<file path="src/design/psfp_pkg.sv">
`timescale 1ns / 1ps
`default_nettype none
// ----------------------------------------------------------------------------
// psfp_pkg
// Shared constants and types of the particle sensor frame parser.
// ----------------------------------------------------------------------------
package psfp_pkg;

  localparam int unsigned FrameLen     = 32;
  localparam int unsigned SumBytes     = 30;
  localparam int unsigned WordFirst    = 4;
  localparam int unsigned WordCount    = 12;
  localparam int unsigned PosWidth     = 6;
  localparam int unsigned IdxWidth     = 4;

  localparam logic [7:0] HeaderFirst   = 8'h42;
  localparam logic [7:0] HeaderSecond  = 8'h4D;

  localparam logic [PosWidth-1:0] PosFirstWord = PosWidth'(WordFirst);
  localparam logic [PosWidth-1:0] PosLastWord  = PosWidth'(WordFirst + 2 * WordCount - 1);
  localparam logic [PosWidth-1:0] PosLastSum   = PosWidth'(SumBytes - 1);
  localparam logic [PosWidth-1:0] PosSumHigh   = PosWidth'(SumBytes);
  localparam logic [PosWidth-1:0] PosLast      = PosWidth'(FrameLen - 1);
  localparam logic [IdxWidth-1:0] IdxLast      = IdxWidth'(WordCount - 1);
  localparam logic [IdxWidth-1:0] WordBase     = IdxWidth'(WordFirst / 2);

  typedef logic [1:0] status_t;
  localparam status_t StatusOk       = 2'd0;
  localparam status_t StatusHeader   = 2'd1;
  localparam status_t StatusChecksum = 2'd2;

  typedef struct packed {
    logic [WordCount-1:0][15:0] words;
    status_t                    status;
  } frame_result_t;

endpackage
`default_nettype wire

</file>
<file path="src/design/psfp_if.sv">
`timescale 1ns / 1ps
`default_nettype none
// ----------------------------------------------------------------------------
// psfp_in_if / psfp_out_if
// Valid/ready channels for received bytes and parsed measurement results.
// ----------------------------------------------------------------------------
interface psfp_in_if;
  logic       valid;
  logic       ready;
  logic [7:0] rx_byte;
  logic       frame_start;

  modport source (output valid, output rx_byte, output frame_start, input ready);
  modport sink   (input valid, input rx_byte, input frame_start, output ready);
endinterface

interface psfp_out_if;
  logic                 valid;
  logic                 ready;
  logic [3:0]           field_index;
  logic [15:0]          field_value;
  psfp_pkg::status_t    frame_status;
  logic                 last_field;

  modport source (output valid, output field_index, output field_value,
                  output frame_status, output last_field, input ready);
  modport sink   (input valid, input field_index, input field_value,
                  input frame_status, input last_field, output ready);
endinterface
`default_nettype wire

</file>
<file path="src/design/psfp_accum.sv">
`timescale 1ns / 1ps
`default_nettype none
// ----------------------------------------------------------------------------
// psfp_accum
// Byte position tracking, checksum, header check and word assembly.
// ----------------------------------------------------------------------------
module psfp_accum (
  input  wire logic                    clk,
  input  wire logic                    rst_n,
  psfp_in_if.sink                      in_ch,
  input  wire logic                    burst_pending,
  output logic                         done,
  output psfp_pkg::frame_result_t      result
);

  logic [psfp_pkg::PosWidth-1:0] pos_r, pos_nxt, p;
  logic [15:0]                   sum_r, sum_nxt;
  logic                          hdr_r, hdr_nxt;
  logic [7:0]                    latch_r, latch_nxt;
  logic [15:0]                   words_r [psfp_pkg::WordCount];
  logic                          xfer, active, word_wr;
  logic [psfp_pkg::IdxWidth-1:0] word_idx;
  logic [15:0]                   rx_sum;

  // stall only a closing byte while the previous burst still drains
  assign in_ch.ready = !(burst_pending && (pos_r == psfp_pkg::PosLast));
  assign xfer        = in_ch.valid && in_ch.ready;

  assign p        = in_ch.frame_start ? '0 : pos_r;
  assign active   = !p[psfp_pkg::PosWidth-1];
  assign word_wr  = active && p[0] && (p >= psfp_pkg::PosFirstWord)
                    && (p <= psfp_pkg::PosLastWord);
  assign word_idx = p[psfp_pkg::IdxWidth:1] - psfp_pkg::WordBase;
  assign rx_sum   = {latch_r, in_ch.rx_byte};
  assign done     = xfer && active && (p == psfp_pkg::PosLast);

  always_comb begin
    pos_nxt   = pos_r;
    sum_nxt   = sum_r;
    hdr_nxt   = hdr_r;
    latch_nxt = latch_r;
    if (xfer) begin
      pos_nxt = p;
      if (active) begin
        pos_nxt = p + 1'b1;
        if (p == '0) begin
          sum_nxt = {8'd0, in_ch.rx_byte};
          hdr_nxt = (in_ch.rx_byte == psfp_pkg::HeaderFirst);
        end else if (p <= psfp_pkg::PosLastSum) begin
          sum_nxt = sum_r + {8'd0, in_ch.rx_byte};
          if (p == psfp_pkg::PosWidth'(1)) begin
            hdr_nxt = hdr_r && (in_ch.rx_byte == psfp_pkg::HeaderSecond);
          end
        end
        if (!p[0] && (((p >= psfp_pkg::PosFirstWord) && (p <= psfp_pkg::PosLastWord))
                      || (p == psfp_pkg::PosSumHigh))) begin
          latch_nxt = in_ch.rx_byte;
        end
      end
    end
  end

  always_ff @(posedge clk) begin
    if (!rst_n) begin
      pos_r   <= '0;
      sum_r   <= '0;
      hdr_r   <= 1'b0;
      latch_r <= '0;
    end else begin
      pos_r   <= pos_nxt;
      sum_r   <= sum_nxt;
      hdr_r   <= hdr_nxt;
      latch_r <= latch_nxt;
    end
  end

  always_ff @(posedge clk) begin
    if (xfer && word_wr) begin
      words_r[word_idx] <= {latch_r, in_ch.rx_byte};
    end
  end

  always_comb begin
    for (int i = 0; i < psfp_pkg::WordCount; i++) begin
      result.words[i] = words_r[i];
    end
    priority if (!hdr_r) begin
      result.status = psfp_pkg::StatusHeader;
    end else if (sum_r != rx_sum) begin
      result.status = psfp_pkg::StatusChecksum;
    end else begin
      result.status = psfp_pkg::StatusOk;
    end
  end

endmodule
`default_nettype wire

</file>
<file path="src/design/psfp_burst.sv">
`timescale 1ns / 1ps
`default_nettype none
// ----------------------------------------------------------------------------
// psfp_burst
// Frame result buffer and output register; drains twelve words per frame.
// ----------------------------------------------------------------------------
module psfp_burst (
  input  wire logic                    clk,
  input  wire logic                    rst_n,
  input  wire logic                    load,
  input  wire psfp_pkg::frame_result_t result,
  output logic                         pending,
  psfp_out_if.source                   out_ch
);

  logic [15:0]                   buf_r [psfp_pkg::WordCount];
  psfp_pkg::status_t             status_r;
  logic [psfp_pkg::IdxWidth-1:0] idx_r;
  logic                          pend_r;
  logic                          out_valid_r;
  logic [3:0]                    out_index_r;
  logic [15:0]                   out_value_r;
  psfp_pkg::status_t             out_status_r;
  logic                          out_last_r;
  logic                          adv, ok;

  assign pending = pend_r;
  assign adv     = !out_valid_r || out_ch.ready;
  assign ok      = (result.status == psfp_pkg::StatusOk);

  always_ff @(posedge clk) begin
    if (!rst_n) begin
      pend_r      <= 1'b0;
      out_valid_r <= 1'b0;
      idx_r       <= '0;
    end else begin
      if (load) begin
        pend_r <= 1'b1;
        idx_r  <= '0;
      end else if (pend_r && adv) begin
        idx_r <= idx_r + 1'b1;
        if (idx_r == psfp_pkg::IdxLast) begin
          pend_r <= 1'b0;
        end
      end
      if (adv) begin
        out_valid_r <= pend_r;
      end
    end
  end

  always_ff @(posedge clk) begin
    if (load) begin
      status_r <= result.status;
      for (int i = 0; i < psfp_pkg::WordCount; i++) begin
        buf_r[i] <= ok ? result.words[i] : 16'd0;
      end
    end
    if (pend_r && adv) begin
      out_index_r  <= idx_r;
      out_value_r  <= buf_r[idx_r];
      out_status_r <= status_r;
      out_last_r   <= (idx_r == psfp_pkg::IdxLast);
    end
  end

  assign out_ch.valid        = out_valid_r;
  assign out_ch.field_index  = out_index_r;
  assign out_ch.field_value  = out_value_r;
  assign out_ch.frame_status = out_status_r;
  assign out_ch.last_field   = out_last_r;

endmodule
`default_nettype wire

</file>
<file path="src/design/particle_sensor_frame_parser.sv">
`timescale 1ns / 1ps
`default_nettype none
// ----------------------------------------------------------------------------
// particle_sensor_frame_parser
// Parses 32-byte particulate sensor response frames into twelve results.
//
// in_ch carries one received byte per transfer; frame_start marks byte 0.
// Bytes after a completed frame are dropped until the next frame_start.
// After reset the position is 0, so bytes count as a frame without a flag.
// A byte is taken every cycle unless in_ch.ready is low. When byte 31 is
// transferred, the header and the sum of bytes 0..29 are checked and the
// twelve words (or zeros with an error status) are copied into a result
// buffer. out_ch carries one measurement word per transfer, each moved
// from the buffer into the output register, one per cycle while out_ch is
// ready, last_field on the twelfth. A result register decouples the two
// channels: bytes of the next frame keep flowing while the burst drains.
// If the receiver stalls, results hold; in_ch.ready drops only while byte
// 31 of the next frame is due and the previous burst is still in the buffer.
// Reset (rst_n low, synchronous) clears position, checksum and the burst.
// ----------------------------------------------------------------------------
module particle_sensor_frame_parser (
  input  wire logic  clk,
  input  wire logic  rst_n,
  psfp_in_if.sink    in_ch,
  psfp_out_if.source out_ch
);

  logic                    done;
  logic                    pending;
  psfp_pkg::frame_result_t result;

  psfp_accum u_accum (
    .clk           (clk),
    .rst_n         (rst_n),
    .in_ch         (in_ch),
    .burst_pending (pending),
    .done          (done),
    .result        (result)
  );

  psfp_burst u_burst (
    .clk     (clk),
    .rst_n   (rst_n),
    .load    (done),
    .result  (result),
    .pending (pending),
    .out_ch  (out_ch)
  );

endmodule
`default_nettype wire
</file>
<file path="src/flat_wrapper.sv">
// flat-port wrapper written by rule: the top's interface ports become plain ports
module particle_sensor_frame_parser_flat 
  (clk, rst_n, in_ch_valid, in_ch_rx_byte, in_ch_frame_start, in_ch_ready, out_ch_valid, out_ch_field_index, out_ch_field_value, out_ch_frame_status, out_ch_last_field, out_ch_ready);
  psfp_in_if in_ch_i ();
  psfp_out_if out_ch_i ();
  input  wire logic clk;
  input  wire logic rst_n;
  input wire logic [$bits(in_ch_i.valid)-1:0] in_ch_valid;
  input wire logic [$bits(in_ch_i.rx_byte)-1:0] in_ch_rx_byte;
  input wire logic [$bits(in_ch_i.frame_start)-1:0] in_ch_frame_start;
  output wire logic [$bits(in_ch_i.ready)-1:0] in_ch_ready;
  output wire logic [$bits(out_ch_i.valid)-1:0] out_ch_valid;
  output wire logic [$bits(out_ch_i.field_index)-1:0] out_ch_field_index;
  output wire logic [$bits(out_ch_i.field_value)-1:0] out_ch_field_value;
  output wire logic [$bits(out_ch_i.frame_status)-1:0] out_ch_frame_status;
  output wire logic [$bits(out_ch_i.last_field)-1:0] out_ch_last_field;
  input wire logic [$bits(out_ch_i.ready)-1:0] out_ch_ready;
  assign in_ch_i.valid = in_ch_valid;
  assign in_ch_i.rx_byte = in_ch_rx_byte;
  assign in_ch_i.frame_start = in_ch_frame_start;
  assign in_ch_ready = in_ch_i.ready;
  assign out_ch_valid = out_ch_i.valid;
  assign out_ch_field_index = out_ch_i.field_index;
  assign out_ch_field_value = out_ch_i.field_value;
  assign out_ch_frame_status = out_ch_i.frame_status;
  assign out_ch_last_field = out_ch_i.last_field;
  assign out_ch_i.ready = out_ch_ready;
  particle_sensor_frame_parser u_core (.clk(clk), .rst_n(rst_n), .in_ch(in_ch_i), .out_ch(out_ch_i));
endmodule
</file>
<file path="config.mk">
export PLATFORM = sky130hd
export DESIGN_NAME = particle_sensor_frame_parser_flat
export DESIGN_NICKNAME = d
export VERILOG_FILES = /design/src/design/psfp_pkg.sv /design/src/design/psfp_if.sv /design/src/design/psfp_accum.sv /design/src/design/psfp_burst.sv /design/src/design/particle_sensor_frame_parser.sv /design/src/flat_wrapper.sv
export SDC_FILE = /design/constraint.sdc
export NUM_CORES = 1
export LEC_CHECK = 0
export ABC_AREA = 1
export CAP_MARGIN = 10
export CELL_PAD_IN_SITES_DETAIL_PLACEMENT = 1
export CELL_PAD_IN_SITES_GLOBAL_PLACEMENT = 1
export CORE_UTILIZATION = 52
export CTS_CLUSTER_SIZE = 28
export DETAILED_ROUTE_END_ITERATION = 6
export DONT_BUFFER_PORTS = 1
export GPL_TIMING_DRIVEN = 0
export PLACE_DENSITY_LB_ADDON = 0.1
export SKIP_CTS_REPAIR_TIMING = 1
export SYNTH_ARGS = -nofsm -noshare
export SYNTH_HDL_FRONTEND = slang
export SYNTH_SLANG_ARGS = --single-unit
export TNS_END_PERCENT = 10
</file>
<file path="constraint.sdc">
create_clock -name clk -period 11.3 [get_ports clk]
set_clock_uncertainty 0.1 [all_clocks]
set_input_delay 1.13 -clock clk [delete_from_list [all_inputs] [get_ports clk]]
set_output_delay 1.13 -clock clk [all_outputs]
set_load 0.05 [all_outputs]
</file>
==> flow_metrics.py <==
metrics = {
    "floorplanning": {
        "io_pins": 38,
        "core_sq_mm": 0.0365,
        "dieHeight_um": 195,
        "dieArea_sq_mm": 0.0378,
        "rows": 70,
        "die_x_um": 195,
        "start_util_pct": 52.8,
    },
    "sta": {
        "timing.fmax_mhz": 286,
        "fin_crit_sh_pct": 30.9,
        "setup_viol": 0,
        "worst_pin_slew_ns": 1.13,
        "period_needed_ns": 3.49,
        "maxSlewViolCount": 0,
        "hold_viol": 0,
        "rsz0062_at_grt": "false",
        "timing.hold.ws_ns": 0.329,
        "slew_headroom_pct": 24.4,
    },
    "layout": {
        "area_growth_pct": 12.6,
        "layout_commonest_cell": "edfxtp_1",
        "mostFrequentLayoutCells": "edfxtp_1 (409), inv_1 (246), nor2_1 (213)",
        "nets": 1704,
        "drive_above_1_share_pct": 19.9,
        "fin_cells": 2187,
        "final_cell_area_sq_mm": 0.0217,
    },
    "routing": {
        "drt-total-wl_um": 51800,
        "wl_per_cell_um": 23.7,
        "drt-initial-drc-count": 851,
        "drc": 0,
        "first_pass_iters": 5,
        "viasPerCell": 5.46,
        "via_count": 11900,
        "ant_nets": 0,
    },
    "clock_network": {
        "cts_inserted_buffers": 47,
        "clock_path_buffers": 3,
        "clk_transition_reported_paths_ns": 0.07,
        "ctsRootBufferMaster": "clkbuf_16",
        "cts_tree": "yes",
        "cts.htree.levels": 2,
        "clock_sinks": 446,
        "clkLatencyLatePin_ns": 0.59,
    },
    "global_route": {
        "busiest_layer": "met2",
        "antenna_found_initial": 1,
        "grtUsageTotal_pct": 28.3,
        "use_met3_pct": 4.67,
        "grtUsageMet2_pct": 47.5,
        "grt_use_met1_pct": 36.1,
        "grt_overflow_total": 0,
        "grt_first_pass_wirelength_um": 77500,
        "first_global_vias": 12700,
        "grt_max_degree": 33,
    },
    "power_and_ir_drop": {
        "combPwrFrac_pct": 2.4,
        "p_sw_uw": 714,
        "ir_drop_uv": 128,
        "switching_share_pct": 21.2,
        "p_leak_uw": 0.00746,
        "seq_power_share_pct": 53.9,
        "p_total_uw": 3360,
        "power.share.clock_pct": 43.7,
        "p_int_uw": 2650,
        "powerDensity_mw_per_mm2": 155,
    },
    "critical_path": {
        "r2r_start": "u_core.u_accum.pos_r[5]$_SDFFE_PN0P_",
        "crit_end": "u_core.u_burst.buf_r[0][2]$_SDFFCE_PP0P_",
        "cp_data_required_time_ns": 11.49,
        "path_class": "reg -> reg",
        "critical_path_arrival_ns": 3.68,
        "cp-start-kind": "register",
        "setup.worst_path.start": "u_core.u_accum.pos_r[5]$_SDFFE_PN0P_",
        "rrSetupSlack_ns": 7.81,
        "worst_setup_path_end_kind": "register",
        "ff2ff_path_depth": 13,
        "r2r-end": "u_core.u_burst.buf_r[0][2]$_SDFFCE_PP0P_",
        "path_max_fanout": 32,
    },
    "placement": {
        "placed_area_sq_mm": 0.0202,
        "io_buffers": 0,
        "gp_congestion": 0.847,
        "placedCellCount": 2098,
        "post-dp-hpwl_um": 34200,
    },
    "yosys": {
        "synth.avg_cell_area_sq_um": 12.0,
        "yosysSeqAreaShare_pct": 67.6,
        "yosys_warnings": 0,
        "ys_seq_elements": 446,
        "synthCells": 1612,
        "syn-cell-area_sq_mm": 0.0193,
        "synthesis.nets": 1636,
        "async_reset_ff_share_pct": 0,
        "synth_ff_type": "edfxtp_1",
        "synth_edf_count": 409,
        "ys_types": 42,
    },
    "outcome": {
        "status": "completed",
    },
    "job": {
        "cap_violations": 0,
    },
    "min_path": {
        "hp-class": "reg -> reg",
    },
}
## kinds of logic after synthesis
logic type / after synthesis / share of synthesized area, %
AO/OA/AOI/OAI: 213 / 6.01
XOR/XNOR: 8 / 0.364
adder cells (fa/ha/maj): 11 / 0.753
buffers and inverters: 322 / 7.56
flip-flops: 446 / 67.6
AND/OR/NAND/NOR: 612 / 17.8
## layout make-up
type	instances	area, sq um
plain buffers	65	492
diodes	2	5.00
repair buffers	19	353
inverters	257	966
clock inverters	25	155
clock buffers	61	1290
fillers	3679	14800
multi-input cells	844	4830
flip-flops and latches	446	13000
well taps	468	586
## registers in the layout, indices dropped and copies added, names as in the netlist, 2 cells and up
| name | count |
|---|---|
| u_core.u_burst.out_ch.frame_status | 2 |
| u_core.u_burst.status_r | 2 |
| u_core.u_accum.latch_r | 8 |
| u_core.u_burst.out_ch.field_value | 16 |
| u_core.u_burst.idx_r | 4 |
| u_core.u_accum.pos_r | 6 |
| u_core.u_accum.sum_r | 16 |
| u_core.u_burst.buf_r | 192 |
| u_core.u_accum.words_r | 192 |
| u_core.u_burst.out_ch.field_index | 4 |
## per-stage QoR
stage	setup TNS (ns)	utilization, %	setup WS (ns)
global placement	-662.27	54.4	-3.42
detailed placement	0	55.4	7.28
floorplan	0	-	0.756
CTS	0	59.3	7.77
finish	0	59.4	7.81
global route	0	59.4	7.63
## worst min-delay path by stage
stage | cells past startpoint | start | to | slack [ns]
floorplan | 0 | u_core.u_burst.status_r[0]$_DFFE_PP_ | u_core.u_burst.out_ch.frame_status[0]$_DFFE_PP_ | 0.30
global placement | 0 | u_core.u_burst.status_r[0]$_DFFE_PP_ | u_core.u_burst.out_ch.frame_status[0]$_DFFE_PP_ | 0.31
detailed placement | 0 | u_core.u_burst.status_r[0]$_DFFE_PP_ | u_core.u_burst.out_ch.frame_status[0]$_DFFE_PP_ | 0.31
CTS | 0 | u_core.u_burst.status_r[1]$_DFFE_PP_ | u_core.u_burst.out_ch.frame_status[1]$_DFFE_PP_ | 0.33
global route | 0 | u_core.u_burst.status_r[0]$_DFFE_PP_ | u_core.u_burst.out_ch.frame_status[0]$_DFFE_PP_ | 0.34
finish | 0 | u_core.u_burst.status_r[1]$_DFFE_PP_ | u_core.u_burst.out_ch.frame_status[1]$_DFFE_PP_ | 0.33
## power groups by stage
stage / Sequential (uW) / Clock (uW) / Combinational (uW)
after floorplan: 1840 / 0 / 61.3
after global placement: 1850 / 0 / 78.9
after detailed placement: 1850 / 0 / 81.7
after CTS: 1810 / 1490 / 82.9
after global routing: 1810 / 1530 / 93.7
final: 1810 / 1470 / 82.2
## cell usage after synthesis (2+ instances only)
| master | instances | area share [%] |
|---|---|---|
| nand2_2 | 4 | 0.13 |
| edfxtp_1 | 409 | 64 |
| o22ai_1 | 22 | 0.71 |
| xor2_1 | 7 | 0.32 |
| o221ai_1 | 5 | 0.23 |
| inv_2 | 9 | 0.18 |
| or2_2 | 6 | 0.19 |
| nor3_1 | 7 | 0.18 |
| nand3_2 | 2 | 0.10 |
| buf_1 | 4 | 0.078 |
| nor4_1 | 2 | 0.065 |
| nor2_2 | 80 | 2.6 |
| nand3_1 | 30 | 0.78 |
| nand3b_1 | 2 | 0.078 |
| o21ai_1 | 29 | 0.75 |
| nand2_4 | 2 | 0.12 |
| buf_6 | 4 | 0.23 |
| buf_8 | 18 | 1.4 |
| dfxtp_1 | 37 | 3.8 |
| a21oi_1 | 27 | 0.70 |
| nand4_1 | 10 | 0.32 |
| o211ai_1 | 2 | 0.078 |
| a31oi_1 | 11 | 0.36 |
| nand2_1 | 135 | 2.6 |
| nor2_1 | 225 | 4.4 |
| a211oi_1 | 2 | 0.078 |
| inv_1 | 246 | 4.8 |
| ha_1 | 10 | 0.65 |
| buf_2 | 12 | 0.31 |
| o21ai_0 | 112 | 2.9 |
| or2_0 | 2 | 0.065 |
| clkbuf_1 | 27 | 0.53 |
| nor2_4 | 103 | 6.0 |
## critical path: stages (launching register included)
cell and delay [ns]:
dfxtp_1 0.38, inv_1 0.09, nand2_1 0.11, nor2_1 0.07, nand2_2 0.25, nand2_4 0.16, nor2_4 0.19, inv_2 0.11
nor2_4 0.53, buf_16 0.24, buf_12 0.22, buf_12 0.24, buf_12 0.23, buf_16 0.20
## per-layer routing
layer	wire, um	vias up
li1	-	5494
met1	21400	6024
met2	25500	320
met3	2930	107
met4	2050	0
met5	0	-
No activity file was read; power rests on OpenSTA's default activity.
